### config.mk
export PLATFORM = sky130hd
export DESIGN_NAME = byte_level_bpe_token_decoder_unit
export DESIGN_NICKNAME = d
export VERILOG_FILES = /design/src/rtl/core/bbd_pkg.sv /design/src/rtl/core/byte_level_bpe_token_decoder_unit.sv /design/src/rtl/core/bbd_front.sv /design/src/rtl/core/bbd_queue.sv /design/src/rtl/core/bbd_back.sv
export SDC_FILE = /design/constraint.sdc
export NUM_CORES = 1
export LEC_CHECK = 0
export ABC_AREA = 1
export BUFFER_PORTS_ARGS = -buffer_cell sky130_fd_sc_hd__buf_2
export CAP_MARGIN = 40
export CORE_MARGIN = 1.5
export CORE_UTILIZATION = 25
export DETAILED_ROUTE_END_ITERATION = 12
export PLACE_DENSITY_LB_ADDON = 0.08
export SLEW_MARGIN = 20
export SYNTH_ARGS = -nofsm -noshare
export SYNTH_HDL_FRONTEND = slang
export SYNTH_SLANG_ARGS = --single-unit
### constraint.sdc
create_clock -name clk_i -period 7 [get_ports clk_i]
set_clock_uncertainty 0.05 [all_clocks]
set_input_delay 0.7 -clock clk_i [delete_from_list [all_inputs] [get_ports clk_i]]
set_output_delay 0.7 -clock clk_i [all_outputs]
set_load 0.05 [all_outputs]
### src/rtl/core/bbd_pkg.sv
`default_nettype none
package bbd_pkg;

  // Bytes that the decoder recognizes
  localparam logic [7:0] MsLead     = 8'hE2;
  localparam logic [7:0] MsMid      = 8'h96;
  localparam logic [7:0] MsLast     = 8'h81;
  localparam logic [7:0] SpaceByte  = 8'h20;
  localparam logic [7:0] LeadMask   = 8'hE0;
  localparam logic [7:0] LeadCode   = 8'hC0;
  localparam logic [7:0] ContMask   = 8'hC0;
  localparam logic [7:0] ContCode   = 8'h80;
  localparam logic [7:0] DelByte    = 8'h7F;
  localparam logic [7:0] ShyByte    = 8'hAD;

  // Held-byte counter values
  localparam logic [1:0] HeldNone = 2'd0;
  localparam logic [1:0] HeldOne  = 2'd1;
  localparam logic [1:0] HeldTwo  = 2'd2;

  // One decoded item: up to three result bytes
  typedef struct packed {
    logic [1:0]      cnt;      // number of results, 0..3; 0 is not stored
    logic [2:0][7:0] data;     // result bytes, slot 0 first
    logic            data_vld; // 0 only for an empty closing result
    logic            done;     // last result closes the token
  } cmd_t;

  // Map a two-byte code point back to its raw byte; bit 8 says "keep"
  function automatic logic [8:0] cp_map(input logic [10:0] cp);
    logic [6:0] idx;
    logic [8:0] res;
    idx = cp[6:0];
    if (cp[10:8] == 3'd0) begin
      res = {1'b1, cp[7:0]};
    end else if (cp > 11'h143) begin
      res = 9'd0;
    end else if (idx <= 7'h20) begin
      res = {1'b1, 1'b0, idx};
    end else if (idx == 7'h21) begin
      res = {1'b1, DelByte};
    end else if (idx <= 7'h42) begin
      res = {1'b1, 8'({1'b0, idx} + 8'h5E)};
    end else begin
      res = {1'b1, ShyByte};
    end
    return res;
  endfunction

endpackage
`default_nettype wire

### src/rtl/core/byte_level_bpe_token_decoder_unit.sv
`default_nettype none
// The first result of a byte is written into the queue, then loaded into the output register.
// Throughput: one byte per cycle while each byte gives at most one result and out_ready_i
// is held high; a byte that gives several results emits them one after another through
// the output register, with a two-entry queue between the classifier and the output register absorbing the difference.
// Reset: byte-level mode, no held bytes, queue and output register empty.
module byte_level_bpe_token_decoder_unit (
  input  wire logic       clk_i,
  input  wire logic       rst_ni,
  input  wire logic       cfg_valid_i,
  output logic            cfg_ready_o,
  input  wire logic       cfg_metaspace_mode_i,
  input  wire logic       in_valid_i,
  output logic            in_ready_o,
  input  wire logic [7:0] in_byte_i,
  input  wire logic       token_end_i,
  output logic            out_valid_o,
  input  wire logic       out_ready_i,
  output logic [7:0]      out_byte_o,
  output logic            byte_valid_o,
  output logic            token_done_o
);
  import bbd_pkg::*;

  logic push;
  logic full;
  logic head_valid;
  logic pop;
  cmd_t cmd;
  cmd_t head;

  assign cfg_ready_o = 1'b1;

  bbd_front u_front (
    .clk_i       (clk_i),
    .rst_ni      (rst_ni),
    .cfg_valid_i (cfg_valid_i),
    .cfg_mode_i  (cfg_metaspace_mode_i),
    .in_valid_i  (in_valid_i),
    .in_ready_o  (in_ready_o),
    .in_byte_i   (in_byte_i),
    .token_end_i (token_end_i),
    .push_o      (push),
    .cmd_o       (cmd),
    .full_i      (full)
  );

  bbd_queue u_queue (
    .clk_i        (clk_i),
    .rst_ni       (rst_ni),
    .push_i       (push),
    .cmd_i        (cmd),
    .full_o       (full),
    .head_valid_o (head_valid),
    .head_o       (head),
    .pop_i        (pop)
  );

  bbd_back u_back (
    .clk_i        (clk_i),
    .rst_ni       (rst_ni),
    .head_valid_i (head_valid),
    .head_i       (head),
    .pop_o        (pop),
    .out_valid_o  (out_valid_o),
    .out_ready_i  (out_ready_i),
    .out_byte_o   (out_byte_o),
    .byte_valid_o (byte_valid_o),
    .token_done_o (token_done_o)
  );

endmodule
`default_nettype wire

### src/rtl/core/bbd_front.sv
`default_nettype none
module bbd_front (
  input  wire logic          clk_i,
  input  wire logic          rst_ni,
  input  wire logic          cfg_valid_i,
  input  wire logic          cfg_mode_i,
  input  wire logic          in_valid_i,
  output logic               in_ready_o,
  input  wire logic [7:0]    in_byte_i,
  input  wire logic          token_end_i,
  output logic               push_o,
  output bbd_pkg::cmd_t      cmd_o,
  input  wire logic          full_i
);
  import bbd_pkg::*;

  logic       mode_q;
  logic [1:0] held_count_q, held_count_d;
  logic [7:0] held_lead_q, held_lead_d;
  logic [1:0] n;
  logic       pass;
  logic [8:0] mapped;
  logic       accept;

  assign in_ready_o = !full_i;
  assign accept     = in_valid_i && !full_i;
  assign push_o     = accept;

  // Classify the byte against the held state and collect results
  always_comb begin
    n            = 2'd0;
    pass         = 1'b1;
    cmd_o        = '0;
    cmd_o.data_vld = 1'b1;
    held_count_d = held_count_q;
    held_lead_d  = held_lead_q;
    mapped       = cp_map({held_lead_q[4:0], in_byte_i[5:0]});
    if (mode_q) begin
      if (held_count_q == HeldTwo) begin
        held_count_d = HeldNone;
        if (in_byte_i == MsLast) begin
          cmd_o.data[0] = SpaceByte;
          n             = 2'd1;
          pass          = 1'b0;
        end else begin
          cmd_o.data[0] = MsLead;
          cmd_o.data[1] = MsMid;
          n             = 2'd2;
        end
      end else if (held_count_q == HeldOne) begin
        if (in_byte_i == MsMid) begin
          held_count_d = HeldTwo;
          pass         = 1'b0;
        end else begin
          held_count_d  = HeldNone;
          cmd_o.data[0] = MsLead;
          n             = 2'd1;
        end
      end
      if (pass) begin
        if (in_byte_i == MsLead) begin
          held_count_d = HeldOne;
        end else begin
          cmd_o.data[n] = in_byte_i;
          n             = n + 2'd1;
        end
      end
    end else begin
      if (held_count_q != HeldNone) begin
        held_count_d = HeldNone;
        if ((in_byte_i & ContMask) == ContCode) begin
          pass = 1'b0;
          if (mapped[8]) begin
            cmd_o.data[0] = mapped[7:0];
            n             = 2'd1;
          end
        end else begin
          cmd_o.data[0] = held_lead_q;
          n             = 2'd1;
        end
      end
      if (pass) begin
        if ((in_byte_i & LeadMask) == LeadCode) begin
          held_count_d = HeldOne;
          held_lead_d  = in_byte_i;
        end else begin
          cmd_o.data[n] = in_byte_i;
          n             = n + 2'd1;
        end
      end
    end
    // Flush held bytes at token end
    if (token_end_i) begin
      if (mode_q) begin
        if (held_count_d != HeldNone) begin
          cmd_o.data[n] = MsLead;
          n             = n + 2'd1;
        end
        if (held_count_d == HeldTwo) begin
          cmd_o.data[n] = MsMid;
          n             = n + 2'd1;
        end
      end else if (held_count_d != HeldNone) begin
        cmd_o.data[n] = held_lead_d;
        n             = n + 2'd1;
      end
      held_count_d = HeldNone;
      held_lead_d  = '0;
      if (n == 2'd0) begin
        n              = 2'd1;
        cmd_o.data_vld = 1'b0;
      end
    end
    cmd_o.cnt  = n;
    cmd_o.done = token_end_i;
  end

  // Hold mode and held bytes; a register write drops held bytes
  always_ff @(posedge clk_i or negedge rst_ni) begin
    if (!rst_ni) begin
      mode_q       <= 1'b0;
      held_count_q <= HeldNone;
      held_lead_q  <= '0;
    end else if (cfg_valid_i) begin
      mode_q       <= cfg_mode_i;
      held_count_q <= HeldNone;
      held_lead_q  <= '0;
    end else if (accept) begin
      held_count_q <= held_count_d;
      held_lead_q  <= held_lead_d;
    end
  end

endmodule
`default_nettype wire

### src/rtl/core/bbd_queue.sv
`default_nettype none
module bbd_queue (
  input  wire logic          clk_i,
  input  wire logic          rst_ni,
  input  wire logic          push_i,
  input  wire bbd_pkg::cmd_t cmd_i,
  output logic               full_o,
  output logic               head_valid_o,
  output bbd_pkg::cmd_t      head_o,
  input  wire logic          pop_i
);
  import bbd_pkg::*;

  cmd_t       mem_q [2];
  logic       wr_ptr_q;
  logic       rd_ptr_q;
  logic [1:0] count_q;
  logic       do_push;
  logic       do_pop;

  assign full_o       = (count_q == 2'd2);
  assign head_valid_o = (count_q != 2'd0);
  assign head_o       = mem_q[rd_ptr_q];
  assign do_push      = push_i && !full_o;
  assign do_pop       = pop_i && head_valid_o;

  // Store entries; only non-empty commands are stored
  always_ff @(posedge clk_i) begin
    if (do_push && (cmd_i.cnt != 2'd0)) begin
      mem_q[wr_ptr_q] <= cmd_i;
    end
  end

  // Advance pointers and occupancy
  always_ff @(posedge clk_i or negedge rst_ni) begin
    if (!rst_ni) begin
      wr_ptr_q <= 1'b0;
      rd_ptr_q <= 1'b0;
      count_q  <= 2'd0;
    end else begin
      if (do_push && (cmd_i.cnt != 2'd0)) begin
        wr_ptr_q <= !wr_ptr_q;
      end
      if (do_pop) begin
        rd_ptr_q <= !rd_ptr_q;
      end
      count_q <= count_q + {1'b0, do_push && (cmd_i.cnt != 2'd0)} - {1'b0, do_pop};
    end
  end

endmodule
`default_nettype wire

### src/rtl/core/bbd_back.sv
`default_nettype none
module bbd_back (
  input  wire logic          clk_i,
  input  wire logic          rst_ni,
  input  wire logic          head_valid_i,
  input  wire bbd_pkg::cmd_t head_i,
  output logic               pop_o,
  output logic               out_valid_o,
  input  wire logic          out_ready_i,
  output logic [7:0]         out_byte_o,
  output logic               byte_valid_o,
  output logic               token_done_o
);
  import bbd_pkg::*;

  logic [1:0] idx_q, idx_d;
  logic       valid_q, valid_d;
  logic [7:0] byte_q;
  logic       bvld_q;
  logic       done_q;
  logic       load;
  logic       last_slot;

  assign load      = head_valid_i && (!valid_q || out_ready_i);
  assign last_slot = (idx_q == (head_i.cnt - 2'd1));
  assign pop_o     = load && last_slot;

  // Step through the slots of the head command
  always_comb begin
    idx_d   = idx_q;
    valid_d = valid_q;
    if (load) begin
      valid_d = 1'b1;
      idx_d   = last_slot ? 2'd0 : idx_q + 2'd1;
    end else if (out_ready_i) begin
      valid_d = 1'b0;
    end
  end

  always_ff @(posedge clk_i or negedge rst_ni) begin
    if (!rst_ni) begin
      idx_q   <= 2'd0;
      valid_q <= 1'b0;
    end else begin
      idx_q   <= idx_d;
      valid_q <= valid_d;
    end
  end

  // Load the output register
  always_ff @(posedge clk_i) begin
    if (load) begin
      byte_q <= head_i.data[idx_q];
      bvld_q <= head_i.data_vld;
      done_q <= head_i.done && last_slot;
    end
  end

  assign out_valid_o  = valid_q;
  assign out_byte_o   = byte_q;
  assign byte_valid_o = bvld_q;
  assign token_done_o = done_q;

endmodule
`default_nettype wire
==> flow_summary.yaml <==
setup_path:
  cp-end-kind: "flop"
  cp-startpoint: "in_byte_i[2]"
  start_kind: "input pin"
  critPathKind: "input pin to flop"
  timing.rr.end: "u_queue.mem_q[1][24]"
  crit_end: "u_queue.mem_q[1][24]"
  cp.required_ns: 7.05
  cp_max_fo: 7
  reg2regPathDepth: 24
  reg2reg_setup_slack_ns: 2.99
  r2r-start: "u_front.held_lead_q[0]"
  arrival_ns: 4.07
power_and_ir_drop:
  combPwrFrac: 0.372
  p_switching_w: 0.000794
  p_int_w: 0.00115
  power.density_mw_per_mm2: 332
  p_leak_nw: 2.57
  finalPower_w: 0.00195
  seq_power_share: 0.392
  ir_drop_mv: 0.117
  clockPowerShare: 0.236
  netSwitchingFraction: 0.408
floorplanning:
  rows: 52
  die_x_um: 146
  io_pins: 28
  start_util: 0.255
  die-height_um: 146
  dieArea_mm2: 0.0214
  coreArea_mm2: 0.0202
placed_design:
  dpl.hpwl_um: 12000
  post-place-ws_ns: 2.67
  io_buffers: 26
  placed_area_mm2: 0.00557
  gp_congestion: 0.890
route:
  wl_um: 15800
  drt_drc_violations_left: 0
  drt_first_pass_iters: 6
  drtAntennaViolNets: 0
  drt-initial-drc-count: 246
  routedWlPerCell_um: 17.0
  drt-vias-per-instance: 4.61
  vias: 4280
sta:
  grt_setup_unrepaired: "no"
  setup_viol: 0
  min_period_ns: 4.02
  setup_tns_ns: 0
  clock.fmax_mhz: 248
  max_slew_margin: 0.507
  worst_slack_ns: 2.98
  worst_pin_slew_ns: 0.740
  hold_violations: 0
  drv_slew: 0
  fin_crit_sh: 0.575
global_route:
  antenna_found_initial: 0
  grt_pass1_wl_um: 25400
  track_usage: 0.155
  grt_max_degree: 30
  overflow: 0
  grt_pass1_vias: 4341
hold_path:
  hold_path_class: "input pin to async pin"
finish:
  fillers: 2187
  drive_above_1_share: 0.157
  areaGrowthSynthToFinish_pct: 13.9
  final_area_mm2: 0.00585
  antennaDiodeCount: 0
  fin_nets: 679
  layout_common_cells: "nand2_1 (163), nor2_1 (77), edfxtp_1 (66)"
  layout.cells.most_common: "nand2_1"
yosys:
  post_synth_num_cell_types: 45
  ys.warnings.count: 0
  synth_nets: 656
  postSynthAreaPerCell_um2: 8.16
  synth_top_area_frac: 0.386
  ys_seq_area_frac: 0.473
  synthCells: 630
  synth_area_leaders: "edfxtp_1 (39%), nand2_1 (12%), dfrtp_1 (8.8%), nor2_1 (5.7%), o21ai_0 (4.9%)"
  yosysTopAreaCell: "edfxtp_1"
  synth.cell_area_mm2: 0.00514
  ys_ff_latch: 84
cts:
  cts_resized: 0
  cts_buffers: 9
  cts_sinks: 84
  insertion_delay_ns: 0.35
  root_buffer: "clkbuf_16"
  cts_tree: "built"
  cts_max_level: 3
  clockBufferDepth: 2
  cts_hold_buf: 0
  clk_pin_slew_ns: 0.07
  post_cts_buffers: 0
outcome:
  status: "completed"
run:
  cap_viol_max_count: 0
==> worst max-delay path: stages <==
cell,delay [ns]
buf_2,0.16
inv_2,0.15
ha_1,0.17
nand2_1,0.05
nand2_1,0.06
nand3_1,0.07
nand2_1,0.06
nand2_1,0.06
nand2_1,0.14
nand2_1,0.07
o21ai_0,0.20
inv_1,0.08
ha_1,0.27
nor2_1,0.14
nor2_1,0.10
nand3_4,0.13
inv_1,0.06
ha_1,0.27
nand2_1,0.07
nand2_1,0.13
inv_1,0.05
ha_1,0.17
nand2_1,0.06
nand2_1,0.06
nand2_1,0.14
inv_1,0.08
a22oi_1,0.39
==> Yosys cell counts <==
library cell / instances
a31oi_1: 2
o21ai_2: 2
o211ai_2: 1
dfrtp_1: 18
a21oi_2: 2
o311ai_0: 1
o21ai_0: 50
buf_4: 1
nor3_1: 6
nand3_4: 3
nand2_2: 8
xnor2_1: 2
nor2_2: 9
a21oi_1: 23
ha_1: 11
or2_2: 1
o31ai_1: 1
o32ai_1: 8
nand2_1: 163
clkbuf_1: 9
nor3_2: 1
nor2_1: 78
nand3_1: 27
nor2_4: 3
inv_1: 62
nand4_1: 6
and2_1: 1
clkinv_1: 3
nor3_4: 1
o22ai_1: 9
a22oi_1: 2
o21a_1: 3
buf_2: 7
conb_1: 1
nand4_2: 2
nand3_2: 3
inv_2: 15
edfxtp_1: 66
nand4_4: 1
mux2i_1: 1
nand2_4: 4
xor2_1: 4
buf_6: 2
o21ai_1: 6
o211ai_1: 1
==> stage by stage <==
stage | hold slack (ns) | util | cells
floorplan | 0.354 | - | 630
global placement | 0.406 | 0.275 | 911
detailed placement | 0.412 | 0.276 | 912
CTS | 0.254 | 0.290 | 928
global route | 0.279 | 0.290 | 928
finish | 0.250 | 0.290 | 928
==> cell type report <==
type | count | area, µm² | area share
repair buffers | 31 | 188 | 0.0321
well taps | 270 | 338 | 0.0577
clock buffers | 9 | 225 | 0.0385
multi-input cells | 447 | 2310 | 0.395
clock inverters | 7 | 60.1 | 0.0103
flip-flops and latches | 84 | 2430 | 0.416
inverters | 80 | 300 | 0.0513
==> layer usage <==
layer  vias up  part of all wire  track usage
met1      2040              0.47        0.206
li1       2135                 -            -
met3        21             0.032       0.0278
met5         -                 0            0
met2        84              0.48        0.257
met4         0             0.016       0.0510
==> state kept, by name, indices dropped and copies added (netlist names) <==
name,count
u_back.byte_valid_o,1
u_back.idx_q,2
u_back.out_byte_o,8
u_back.out_valid_o,1
u_back.token_done_o,1
u_front.held_count_q,2
u_front.held_lead_q,8
u_front.mode_q,1
u_queue.count_q,2
u_queue.mem_q,56
u_queue.rd_ptr_q,1
u_queue.wr_ptr_q,1
==> worst min-delay path by stage <==
stage,startpoint,endpoint,cells past startpoint
detailed placement,u_queue.wr_ptr_q,u_queue.wr_ptr_q,2
global placement,u_queue.wr_ptr_q,u_queue.wr_ptr_q,2
floorplan,rst_ni,u_back.idx_q[0],0
finish,rst_ni,u_back.idx_q[1],1
CTS,rst_ni,u_back.idx_q[1],1
global route,rst_ni,u_back.idx_q[1],1
==> cell families after synthesis <==
group	count (synthesis)	synth area share
flops	84	0.473
buf+inv	99	0.0777
xor+xnor	6	0.0102
simple gates	317	0.284
compound gates	111	0.125
fa+ha+maj	11	0.0268
other cells	1	0.000730
mux	1	0.00195
==> power groups by stage <==
stage | clock [W] | sequential (W) | combinational [W]
floorplan | 0 | 0.000872 | 0.000402
global placement | 0 | 0.000777 | 0.000721
detailed placement | 0 | 0.000776 | 0.000737
CTS | 0.000477 | 0.000765 | 0.000739
global route | 0.000495 | 0.000777 | 0.000812
finish | 0.000459 | 0.000764 | 0.000723
(Power assumes the default switching activity.)
